## config.mk

```make
export PLATFORM = sky130hd
export DESIGN_NAME = ssfr_replay
export DESIGN_NICKNAME = d
export VERILOG_FILES = /design/src/rtl/assert_macros.svh /design/src/rtl/ssfr_pkg.sv /design/src/rtl/ssfr_replay.sv
export SDC_FILE = /design/constraint.sdc
export NUM_CORES = 1
export LEC_CHECK = 0
export BUFFER_PORTS_ARGS = -buffer_cell sky130_fd_sc_hd__buf_2
export CAP_MARGIN = 20
export CORE_MARGIN = 2
export CORE_UTILIZATION = 55
export DETAILED_ROUTE_END_ITERATION = 12
export GPL_TIMING_DRIVEN = 0
export PLACE_DENSITY = 0.71
export SETUP_SLACK_MARGIN = 0.15
export SYNTH_ARGS = -nofsm -noshare
export SYNTH_HDL_FRONTEND = slang
export SYNTH_SLANG_ARGS = --single-unit
```

## constraint.sdc

```tcl
create_clock -name clk -period 3.6 [get_ports clk]
set_clock_uncertainty 0.2 [all_clocks]
set_input_delay 0.18 -clock clk [delete_from_list [all_inputs] [get_ports clk]]
set_output_delay 0.18 -clock clk [all_outputs]
set_load 0.05 [all_outputs]
```

## src/rtl/assert_macros.svh

```systemverilog
// Assertion macros for the RTL of the stereo sample FIFO.
// Depends on nothing; the bodies are empty when SYNTHESIS is defined.
`ifndef ASSERT_MACROS_SVH
`define ASSERT_MACROS_SVH
`ifndef SYNTHESIS
// Condition holds at every clock edge out of reset.
`define ASSERT_ALWAYS(label, clk, rst, cond) \
  label: assert property (@(posedge clk) disable iff (rst) (cond)) \
    else $error("assertion failed: invariant");
// Antecedent implies consequent in the same cycle.
`define ASSERT_IMPLIES(label, clk, rst, ante, cons) \
  label: assert property (@(posedge clk) disable iff (rst) (ante) |-> (cons)) \
    else $error("assertion failed: implication");
// Antecedent implies consequent in the next cycle.
`define ASSERT_NEXT(label, clk, rst, ante, cons) \
  label: assert property (@(posedge clk) disable iff (rst) (ante) |=> (cons)) \
    else $error("assertion failed: next-cycle implication");
`else
`define ASSERT_ALWAYS(label, clk, rst, cond)
`define ASSERT_IMPLIES(label, clk, rst, ante, cons)
`define ASSERT_NEXT(label, clk, rst, ante, cons)
`endif
`endif

```

## src/rtl/ssfr_pkg.sv

```systemverilog
// Shared types, codes and widths of the stereo sample FIFO with underrun replay.
// No dependencies; every other RTL file but assert_macros.svh imports this package.
package ssfr_pkg;

  // Field widths
  localparam int SAMPLE_W  = 8;
  localparam int PAIR_W    = 2 * SAMPLE_W;
  localparam int STAT_W    = 3;
  localparam int FILL_W    = 10;
  localparam int BLK_IN_W  = 7;
  localparam int CAP_REG_W = 11;

  // Configuration port
  localparam int APB_AW = 4;
  localparam int APB_DW = 32;
  localparam logic [1:0] REG_FLUSH_ON_FULL      = 2'd0;
  localparam logic [1:0] REG_REPLAY_ON_UNDERRUN = 2'd1;
  localparam logic [1:0] REG_FIFO_CAPACITY      = 2'd2;
  localparam logic [CAP_REG_W-1:0] CAP_RESET    = 11'd1024;

  // Default sizes
  localparam int DEF_FIFO_DEPTH = 1024;
  localparam int DEF_MAX_BLOCK  = 64;

  // Request action codes
  localparam logic ACT_WRITE = 1'b0;
  localparam logic ACT_READ  = 1'b1;

  // Result status codes
  typedef enum logic [STAT_W-1:0] {
    ST_DATA       = 3'd0,
    ST_REPLAY     = 3'd1,
    ST_SILENCE    = 3'd2,
    ST_UNDERRUN   = 3'd3,
    ST_WRITTEN    = 3'd4,
    ST_FULL       = 3'd5,
    ST_FRAME_DROP = 3'd6
  } status_t;

  // Commands to the sample ring
  typedef struct packed {
    logic              push;
    logic              pop;
    logic              flush;
    logic [PAIR_W-1:0] wdata;
  } ring_cmd_t;

  // Commands to the replay store
  typedef struct packed {
    logic clear;
    logic wr_en;
    logic rd_en;
  } replay_ctl_t;

  // One result item as held in the output queue
  typedef struct packed {
    logic signed [SAMPLE_W-1:0] left;
    logic signed [SAMPLE_W-1:0] right;
    logic [STAT_W-1:0]          status;
    logic                       last;
    logic [FILL_W-1:0]          fill;
  } out_item_t;

endpackage

```

## src/rtl/ssfr_replay.sv

```systemverilog
// Replay store: MAX_BLOCK x 16-bit memory holding the last delivered block.
// Depends on ssfr_pkg; per-entry valid bits make unwritten entries read as zero.
module ssfr_replay import ssfr_pkg::*; #(
  parameter  int MAX_BLOCK = DEF_MAX_BLOCK,
  localparam int IDX_W     = (MAX_BLOCK > 1) ? $clog2(MAX_BLOCK) : 1
) (
  input  logic              clk,
  input  logic              rst,
  input  replay_ctl_t       ctl,
  input  logic [IDX_W-1:0]  wr_idx,
  input  logic [PAIR_W-1:0] wr_data,
  input  logic [IDX_W-1:0]  rd_idx,
  output logic [PAIR_W-1:0] rd_data
);

  logic [PAIR_W-1:0]    mem [MAX_BLOCK];
  logic [MAX_BLOCK-1:0] valid;
  logic [PAIR_W-1:0]    mem_q;
  logic [PAIR_W-1:0]    fwd_data_q;
  logic                 fwd_q;
  logic                 hit_q;
  logic                 fwd;

  // A write and a read of the same entry in one cycle: take the write data
  assign fwd = ctl.wr_en && (wr_idx == rd_idx);

  // Memory write and registered read
  always_ff @(posedge clk) begin
    if (ctl.wr_en) begin
      mem[wr_idx] <= wr_data;
    end
    if (ctl.rd_en) begin
      mem_q      <= mem[rd_idx];
      fwd_q      <= fwd;
      fwd_data_q <= wr_data;
      hit_q      <= valid[rd_idx] | fwd;
    end
  end

  // Valid bits: clear all on silence, set on write
  always_ff @(posedge clk) begin
    if (rst) begin
      valid <= '0;
    end else if (ctl.clear) begin
      valid <= '0;
    end else if (ctl.wr_en) begin
      valid[wr_idx] <= 1'b1;
    end
  end

  // Entries never written since reset or silence read as zero
  assign rd_data = !hit_q ? '0 : (fwd_q ? fwd_data_q : mem_q);

endmodule

```

# == Yosys cells after proc, flatten, opt, wreduce, memory -nomap -nowiden ==
# Memory sizes are Yosys's and may differ from the RTL's. A register that Yosys moved wholly into a read port is not among the register bits.
# Index checks and enable logic that the tools add are counted.
# classes
reduce_logical,3
order_cmp,3
n_mux,8
n_eq_ne,1
bitwise,2
# ops
operator,count
$or A64 B64 Y64,1
$mux W16,2
$lt A6 B7 Y1 const B,2
$bmux W1 S6,1
$demux W1 S6,1
$eq A6 B6 Y1,1
$ge A6 B1 Y1 const B,1
$mux W1,4
$logic_and A1 B1 Y1,2
$reduce_or A2 Y1,1
$or A1 B1 Y1,1
# word_totals
regBits,82
inputBits,33
memories,1
elab_cells,22
ramBits,1024
out_inout_bits,16
# mem_list
memory,words,word_bits,read_ports,rd_clocked_by_memory_dff,write_ports,line_no,source
mem,64,16,1,1,1,ssfr_replay.sv:16,logic [PAIR_W-1:0] mem [MAX_BLOCK];

# == Logic depth before layout (Yosys ltp) ==
# Gate-level depths: netlist of the first run.
# logic_depth
word_depth,5
depth_mapped,9
depth_no_buf,5

# == Least setup slack after synthesis of the first run ==
# OpenSTA, ideal clock, no wires.
# synth_path
path_kind,input-to-reg
startpoint,input wr_idx[4]
endpoint,memory mem[48][0] in the netlist's numbering (enable)
arrival_time_ns,1.957
setup_ns,0.412
n_path_buf,1
setup_slack_ns,1.031
path_stages,4
cell_sequence,clkbuf_1 > nor2b_1 > nand3_1 > nor3_1
# synth_lines
item,line_no,source
from (decl),ssfr_replay.sv:10,"input logic [IDX_W-1:0] wr_idx,"
to (decl),ssfr_replay.sv:16,
# No word-level cell before the write port.

# == Final worst setup path of the first run ==
# layout_path
startpoint,input rd_idx[1]
endpoint,"register hit_q, data pin"
# layout_between
elab_chain_cells,3
elab_cells_between_ends,5
# layout_lines
item,line_no,source
from (decl),ssfr_replay.sv:12,"input logic [IDX_W-1:0] rd_idx,"
$eq A6 B6 Y1,ssfr_replay.sv:25,assign fwd = ctl.wr_en && (wr_idx == rd_idx);
$logic_and A1 B1 Y1,ssfr_replay.sv:25,
net fwd,ssfr_replay.sv:22,logic fwd;
$or A1 B1 Y1,ssfr_replay.sv:36,hit_q <= valid[rd_idx] | fwd;
to (signal assigned),ssfr_replay.sv:36,
to (decl),ssfr_replay.sv:21,logic hit_q;
# The timed path passes the listed nets, and every way through them passes these cells. The select of a mux whose other input is x is not followed.
# A chain may end at the register's enable or synchronous reset.

==> results of run 1 <==
## tightest hold or removal path, stage by stage
cell                       delay (ns)
sky130_fd_sc_hd__buf_2           0.08
sky130_fd_sc_hd__nor2_1          0.17
sky130_fd_sc_hd__clkbuf_1        0.30
sky130_fd_sc_hd__o21a_1          0.17
## power by group through the flow
stage	registers (mW)	clock network, mW	logic (mW)
3_5_place_dp	14.7	0	1.48
6_report	14.4	11.1	1.53
4_1_cts	14.4	11.2	1.50
5_1_grt	14.4	11.6	1.60
3_3_place_gp	14.7	0	1.39
2_1_floorplan	14.7	0	0.802
## flip-flops by register name, summed over array words and instances, names as in the netlist
name,count
fwd_q,1
mem_q,16
mem,1024
hit_q,1
fwd_data_q,16
valid,64
## placed cells by master (no fill, tap or decap), types with 13 or more instances in the layout
cell type and instances:
sky130_fd_sc_hd__buf_1 14, sky130_fd_sc_hd__clkinv_1 23, sky130_fd_sc_hd__buf_6 17, sky130_fd_sc_hd__buf_16 13, sky130_fd_sc_hd__mux4_2 320, sky130_fd_sc_hd__dfxtp_1 64, sky130_fd_sc_hd__nand2_1 13, sky130_fd_sc_hd__buf_8 46
sky130_fd_sc_hd__clkbuf_16 112, sky130_fd_sc_hd__a22oi_1 17, sky130_fd_sc_hd__o211ai_1 14, sky130_fd_sc_hd__buf_4 15, sky130_fd_sc_hd__buf_2 64, sky130_fd_sc_hd__o21ai_1 13, sky130_fd_sc_hd__dlygate4sd3_1 22, sky130_fd_sc_hd__edfxtp_1 1058
sky130_fd_sc_hd__nor2b_1 25, sky130_fd_sc_hd__nor2_2 60, sky130_fd_sc_hd__o21a_1 64, sky130_fd_sc_hd__buf_12 16, sky130_fd_sc_hd__clkinv_2 16, sky130_fd_sc_hd__clkbuf_1 72, sky130_fd_sc_hd__mux2i_1 62
## synthesized netlist by cell type
cell type                   count  area (sq um)
sky130_fd_sc_hd__a21o_1         1          7.51
sky130_fd_sc_hd__edfxtp_1    1058         31800
sky130_fd_sc_hd__o21a_1        64           480
sky130_fd_sc_hd__clkbuf_1      46           173
sky130_fd_sc_hd__mux2i_1       62           621
sky130_fd_sc_hd__nand4_1        1          6.26
sky130_fd_sc_hd__buf_6          9           101
sky130_fd_sc_hd__nor3_1         8          40.0
sky130_fd_sc_hd__and2_1         2          12.5
sky130_fd_sc_hd__o21ai_1       13          65.1
sky130_fd_sc_hd__a22oi_1       17           128
sky130_fd_sc_hd__mux2_2         3          33.8
sky130_fd_sc_hd__mux4_2       320          7210
sky130_fd_sc_hd__o2111ai_1      1          8.76
sky130_fd_sc_hd__xnor2_1        3          26.3
sky130_fd_sc_hd__a311oi_1       1          8.76
sky130_fd_sc_hd__buf_1         14          52.6
sky130_fd_sc_hd__a21oi_1        1          5.00
sky130_fd_sc_hd__dfxtp_1       64          1280
sky130_fd_sc_hd__o22ai_1        3          18.8
sky130_fd_sc_hd__xor2_1         3          26.3
sky130_fd_sc_hd__buf_2         23           115
sky130_fd_sc_hd__nor4_1         1          6.26
sky130_fd_sc_hd__nand2b_1       7          43.8
sky130_fd_sc_hd__nand2_1       13          48.8
sky130_fd_sc_hd__nand3_1       11          55.1
sky130_fd_sc_hd__or3_1          1          6.26
sky130_fd_sc_hd__nor2_1        66           248
sky130_fd_sc_hd__nor3b_1        2          15.0
sky130_fd_sc_hd__buf_4         15           113
sky130_fd_sc_hd__nand3b_1       2          15.0
sky130_fd_sc_hd__o211ai_1      14           105
sky130_fd_sc_hd__nor2b_1       25           156
## worst paths after layout
| path | slack, ns | end | start | cells past startpoint |
|---|---|---|---|---|
| worst min register to register | 0.27 | valid[49] | valid[49] | 1 |
| worst max-delay path | 0.45 | hit_q | rd_idx[1] | 9 |
| worst max register to register | 1.15 | mem_q[12] | mem[39][12] | 4 |
| worst min-delay path | 0.06 | valid[3] | ctl[2] | 4 |
## cell type report
cell class                      instances  share of cell area, %
Timing Repair Buffer                  146                   3.78
Clock inverter                         52                  0.891
Sequential cell                      1122                   66.3
Tap cell                             1040                   2.61
Multi-Input combinational cell        645                   19.2
Buffer                                107                   1.11
Clock buffer                          147                   6.07
Antenna cell                            2                 0.0100
## cells by family after synthesis
| group | count (synthesis) |
|---|---|
| AND/OR/NAND/NOR | 139 |
| XOR/XNOR | 6 |
| buffers and inverters | 107 |
| AO/OA/AOI/OAI | 115 |
| flip-flops | 1122 |
| multiplexers | 385 |
## timing repair
item / 4_1_cts / 5_1_grt
hold endpoints to repair: 228 / 373
gates resized for setup: 0 / 0
hold buffers: 14 / 8
## through the flow
stage	TNS, ns	utilization (%)	area, sq um
2_1_floorplan	0	-	43000
3_3_place_gp	-41.56	57.5	44500
3_5_place_dp	0	59.3	46000
4_1_cts	0	64.0	49600
5_1_grt	0	64.3	49800
6_report	0	64.3	49800
## metal layers
layer / vias up / share of wire, % / wire length [um] / GRT usage, %
met2: 1132 / 48 / 50200 / 41.3
met4: 4 / 4.0 / 4150 / 9.51
li1: 8472 / - / - / -
met5: - / 0.029 / 30 / 0
met1: 11200 / 38 / 39700 / 36.3
met3: 234 / 10 / 10800 / 6.99
==> summary.log, run 1 <==
[sta] Finish-stage setup viols 0
[cts] Bufs on Longest Clock Path 3
[floorplan] total die area 0.0804 sq mm
[global_routing] global-route total usage across every layer 26.4%
[sta] Worst Tran Pin Value 1.15 ns
[pwr] largest vdd supply drop 0.000499 V
[cts] Worst-path clk slew 0.07 ns
[cells_and_area] area of the multi-input gates 0.00956 sq mm
[pwr] Cell Int Power 21.3 mW
[global_routing] number of global-route vias before repair 21100
[job] maxcap violations 0
[synth] count of different cell masters after synthesis 33
[pwr] Sequential Power Share 53.4%
[global_routing] wire length of the first global-routing pass 150000 um
[place] dpl cells 3029
[sta] Final Slew Violations 0
[critical_path] CP startpoint kind input pin
[pwr] Clock Power Share 40.9%
[floorplan] floorplan core area 0.0775 sq mm
[global_routing] pin count of the biggest net entering global routing 66
[floorplan] Die W 284 um
[routing] detail-routed net length per standard cell 32.2 um
[critical_path] critical path's largest stage delay 0.77 ns
[floorplan] initial cell density of the core 55.5%
[sta] achievable frequency 0.318 GHz
[cts] cell chosen for the clock root sky130_fd_sc_hd__clkbuf_16
[critical_path] worst path required time 3.88 ns
[synth] Ys Warns 0
[synth] post-synthesis sequential element count 1122
[cts] count of clock tree sinks 1122
[cts] TritonCTS Buffers 108
[critical_path] Worst setup EP type flip-flop
[cts] count of buffers added by post-CTS timing repair for setup 0
[cells_and_area] share of final-layout standard cells stronger than drive strength 1 31.9%
[sta] share of the clock period used by the worst path 87.4%
[min_path] path category of the worst min-delay check in -> reg
[cells_and_area] net total in the final layout 2163
[place] GP Congestion 0.894
[routing] total via count in the routed design 21000
[global_routing] grt ovf 0
[place] IO buf count 41
[synth] post-synthesis xor/xnor area fraction 0.122%
[sta] post-route worst setup slack 0.455 ns
[critical_path] critical path's top delay family buffers and inverters
[cts] H-tree level count 3
[routing] post-detailed-route DRC marker count 0
[sta] RSZ-0062 raised after global routing false
[floorplan] standard-cell rows 102
[critical_path] worst-path cell chain buf_4 > buf_2 > buf_4 > buf_2 > xnor2_1 > nand4_1 > dlygate4sd3_1 > nor4_1 > nand3b_1
[synth] sequential cell area fraction in the yosys report 76.9%
[routing] remaining antenna violation count 0
[place] HPWL after detailed placement 69600 um
[routing] detailed-route wire length 105000 um
[synth] fraction of the mapped netlist area in adder cells 0%
[cts] CTS tree built
[routing] number of vias per cell after detailed routing 6.44
[pwr] Psw 5.68 mW
[synth] portion of netlist area occupied by mux cells 18.3%
[sta] clock period minus final worst setup slack 3.15 ns
[global_routing] number of antenna violations at the first check in global routing 4
[critical_path] Bufs and invs on worst path 5
[synth] largest family of logic cells by synthesized area multiplexers
[synth] Syn Inst Count 1874
[synth] post-synthesis cell area 0.0430 sq mm
[cells_and_area] relative area change from synthesis to final layout 15.9%
[sta] hold violation total from the final report 0
[cells_and_area] Seq. cell area 0.0331 sq mm
[cells_and_area] final instance count without filler cells 3261
[floorplan] height of the die 284 um
[place] worst slack at placement 0.0574 ns
[critical_path] Worst EP arrival 3.43 ns
[synth] synthesized-area fraction occupied by ao, oa, aoi and oai cells 1.92%
[critical_path] largest fanout of any net on the critical path 10
[floorplan] Top-Level Pins 49
[synth] syn avg cell area 22.9 sq um
[outcome] status finished clean
[synth] Simple-Gate Fraction of Synth Area 1.52%
[sta] worst hold margin 0.0573 ns
[pwr] switching fraction of total power 21.0%
[routing] number of iterations in the first detailed-routing pass 7
[pwr] static leakage 15.8 nW
[critical_path] slowest stage cell on the critical path sky130_fd_sc_hd__nor4_1
[critical_path] Setup Crit Path Kind in -> reg
[cells_and_area] count of fill cells added during filler insertion 5000
[sta] max_slew headroom 23.4%
[pwr] proportion of power drawn by combinational gates 5.7%
[pwr] power density over the cells 542 mW/mm^2
[routing] number of DRC markers after the initial detailed-route iteration 2799
[cts] source-to-sink clock delay at the later pin of the worst-skew pair 0.69 ns
[synth] post-synth net total 1907
[pwr] final total power 27.0 mW
(Power assumes the default switching activity.)
==> run 2: changes to the inputs <==
==> constraint.sdc (replaced) <==
create_clock -name clk -period 3.1 [get_ports clk]
set_clock_uncertainty 0.2 [all_clocks]
set_input_delay 0.155 -clock clk [delete_from_list [all_inputs] [get_ports clk]]
set_output_delay 0.155 -clock clk [all_outputs]
set_load 0.05 [all_outputs]
==> run 2 against run 1 <==
Sequential cell count unchanged. Power increased by 16%. Die area unchanged. First-iteration DRC count increased by 0.36%. Final cell count about the same. Non-clock buffer count increased by 2. Critical path type unchanged. Highest routed layer unchanged. Global-route usage about the same. Worst setup slack got worse by 0.25 ns.
==> summary.log, run 2 (same netlist as run 1, synthesis figures left out) <==
[outcome] status finished clean [unchanged]
[cts] Bufs on Longest Clock Path 3 [unchanged]
[sta] clock period minus final worst setup slack 2.89 ns
[critical_path] CP startpoint kind input pin [unchanged]
[cells_and_area] relative area change from synthesis to final layout 15.9% [about the same]
[routing] routed wl met3 11300 um [was 10800 um]
[critical_path] largest fanout of any net on the critical path 10 [unchanged]
[global_routing] grt ovf 0 [unchanged]
[pwr] final total power 31.4 mW [was 27.0 mW]
[cells_and_area] count of fill cells added during filler insertion 5000 [unchanged]
[cells_and_area] share of final-layout standard cells stronger than drive strength 1 32.0% [was 31.9%]
[cells_and_area] largest registers ranked by flip-flop count mem x1024, valid x64 [unchanged]
[routing] total via count in the routed design 21000 [about the same]
[cts] Worst-path clk slew 0.07 ns [about the same]
[place] HPWL after detailed placement 69600 um [unchanged]
[critical_path] most frequent CP cell sky130_fd_sc_hd__mux4_2
[routing] WL met2 50400 um [was 50200 um]
[floorplan] Die W 284 um [unchanged]
[pwr] largest vdd supply drop 0.000581 V [was 0.000499 V]
[global_routing] pin count of the biggest net entering global routing 66 [unchanged]
[pwr] Cell Int Power 24.8 mW [was 21.3 mW]
[critical_path] worst path required time 3.29 ns [was 3.88 ns]
[sta] achievable frequency 0.346 GHz
[cells_and_area] flip-flop count of the largest register after layout 1024 [unchanged]
[sta] post-route worst setup slack 0.207 ns [was 0.455 ns]
[pwr] power density over the cells 629 mW/mm^2 [was 542 mW/mm^2]
[place] GP Congestion 0.894 [unchanged]
[global_routing] number of antenna violations at the first check in global routing 3 [was 4]
[routing] post-detailed-route DRC marker count 0 [unchanged]
[cts] CTS tree built [unchanged]
[floorplan] Top-Level Pins 49 [unchanged]
[critical_path] slowest stage cell on the critical path sky130_fd_sc_hd__buf_1 [was sky130_fd_sc_hd__nor4_1]
[pwr] Psw 6.59 mW [was 5.68 mW]
[job] maxcap violations 0 [unchanged]
[global_routing] global-route total usage across every layer 26.4% [about the same]
[cells_and_area] final instance count without filler cells 3262 [was 3261]
[cells_and_area] most frequent standard cell in the layout excluding fill and tap cells sky130_fd_sc_hd__edfxtp_1 [unchanged]
[cts] H-tree level count 3 [unchanged]
[cells_and_area] post-route core utilization 64.4% [was 64.3%]
[critical_path] Setup Crit Path Kind in -> reg [unchanged]
[critical_path] Worst EP arrival 3.09 ns [was 3.43 ns]
[routing] met1 wire length 39100 um [was 39700 um]
[routing] top routing layer used met5 [unchanged]
[pwr] switching fraction of total power 21.0% [about the same]
[global_routing] number of global-route vias before repair 21100 [about the same]
[floorplan] total die area 0.0804 sq mm [unchanged]
[routing] number of iterations in the first detailed-routing pass 7 [unchanged]
[routing] number of vias per cell after detailed routing 6.42 [was 6.44]
[cts] cell chosen for the clock root sky130_fd_sc_hd__clkbuf_16 [unchanged]
[routing] detail-routed net length per standard cell 32.2 um [about the same]
[floorplan] floorplan core area 0.0775 sq mm [unchanged]
[cells_and_area] net total in the final layout 2165 [was 2163]
[floorplan] standard-cell rows 102 [unchanged]
[global_routing] wire length of the first global-routing pass 150000 um [about the same]
[floorplan] initial cell density of the core 55.5% [unchanged]
[floorplan] height of the die 284 um [unchanged]
[routing] number of DRC markers after the initial detailed-route iteration 2809 [was 2799]
[sta] Worst Tran Pin Value 1.12 ns [was 1.15 ns]
[critical_path] worst-path cell chain buf_4 > buf_2 > buf_1 > mux4_2 > mux4_2 > o211ai_1 > o21ai_1 [was buf_4 > buf_2 > buf_4 > buf_2 > xnor2_1 > nand4_1 > dlygate4sd3_1 > nor4_1 > nand3b_1]
[pwr] proportion of power drawn by combinational gates 5.7% [about the same]
[sta] RSZ-0062 raised after global routing false [unchanged]
[cells_and_area] register name with the most flops mem [unchanged]
[pwr] Sequential Power Share 53.4% [about the same]
[pwr] static leakage 15.8 nW [about the same]
[min_path] path category of the worst min-delay check in -> reg [unchanged]
[sta] Finish-stage setup viols 0 [unchanged]
[sta] max_slew headroom 25.2% [was 23.4%]
[place] worst slack at placement -0.418 ns [was 0.0574 ns]
[sta] Final Slew Violations 0 [unchanged]
[cts] TritonCTS Buffers 108 [unchanged]
[sta] share of the clock period used by the worst path 93.3%
[critical_path] critical path's largest stage delay 0.82 ns [was 0.77 ns]
[critical_path] Worst setup EP type flip-flop [unchanged]
[place] IO buf count 41 [unchanged]
[cells_and_area] commonest cells after routing, fill and taps aside 1058 x sky130_fd_sc_hd__edfxtp_1, 320 x sky130_fd_sc_hd__mux4_2, 112 x sky130_fd_sc_hd__clkbuf_16 [unchanged]
[routing] detailed-route wire length 105000 um [about the same]
[sta] hold violation total from the final report 0 [unchanged]
[cts] count of clock tree sinks 1122 [unchanged]
[place] dpl cells 3029 [unchanged]
[routing] remaining antenna violation count 0 [unchanged]
[pwr] Clock Power Share 40.9% [about the same]
[cts] source-to-sink clock delay at the later pin of the worst-skew pair 0.68 ns [was 0.69 ns]
## run 2: metrics by stage
| stage | setup TNS [ns] | instance area (sq um) | hold WS, ns |
|---|---|---|---|
| 2_1_floorplan | 0 | 43000 | 0.0539 |
| 3_3_place_gp | -143.89 | 44500 | 0.241 |
| 4_1_cts | 0 | 49600 | 0.0170 |
| 5_1_grt | 0 | 49900 | 0.0958 |
| 6_report | 0 | 49900 | 0.0658 |
| 3_5_place_dp | -5.65 | 46000 | 0.249 |
## run 2: worst max-delay path, delay by kind of cell
family,cells,cell delay [ns]
AO/OA/AOI/OAI,2,0.48
buffers and inverters,3,1.40
multiplexers,2,1.02
## run 2: what timing repair did
action	in CTS	in global routing
pin swaps	0	0
resized for setup	1	5
hold buffers	16	8
setup endpoints to repair	8	5
setup buffers	0	0
endpoints found under the hold margin	298	411
## run 2: power groups by stage
| stage | Combinational, mW | Sequential (mW) | Clock [mW] |
|---|---|---|---|
| finish | 1.79 | 16.7 | 12.8 |
| global route | 1.86 | 16.7 | 13.5 |
| CTS | 1.74 | 16.7 | 13.0 |
| detailed placement | 1.71 | 17.1 | 0 |
| global placement | 1.61 | 17.1 | 0 |
| floorplan | 0.931 | 17.1 | 0 |
## run 2: final timing paths
kind | start | endpoint | slack, ns | depth (start not counted)
setup / recovery | rd_idx[1] | mem_q[12] | 0.21 | 7
hold / removal | rd_idx[5] | mem_q[6] | 0.07 | 3
setup reg to reg | mem[19][13] | mem_q[13] | 0.65 | 4
hold reg to reg | valid[27] | valid[27] | 0.27 | 1
## run 2: per-layer routing
metal | vias to the layer above | track usage [%]
li1 | 8476 | -
met2 | 1147 | 41.3
met3 | 240 | 6.94
met5 | - | 0
met4 | 6 | 9.51
met1 | 11100 | 36.4
## run 2: layout make-up
cell class / count / area, sq um / area share (%)
Buffer: 107 / 557 / 1.12
Timing Repair Buffer: 148 / 1900 / 3.82
Multi-Input combinational cell: 645 / 9570 / 19.2
Clock inverter: 52 / 444 / 0.891
Sequential cell: 1122 / 33100 / 66.3
Antenna cell: 1 / 2.50 / 0.00502
Clock buffer: 147 / 3020 / 6.07
Tap cell: 1040 / 1300 / 2.61
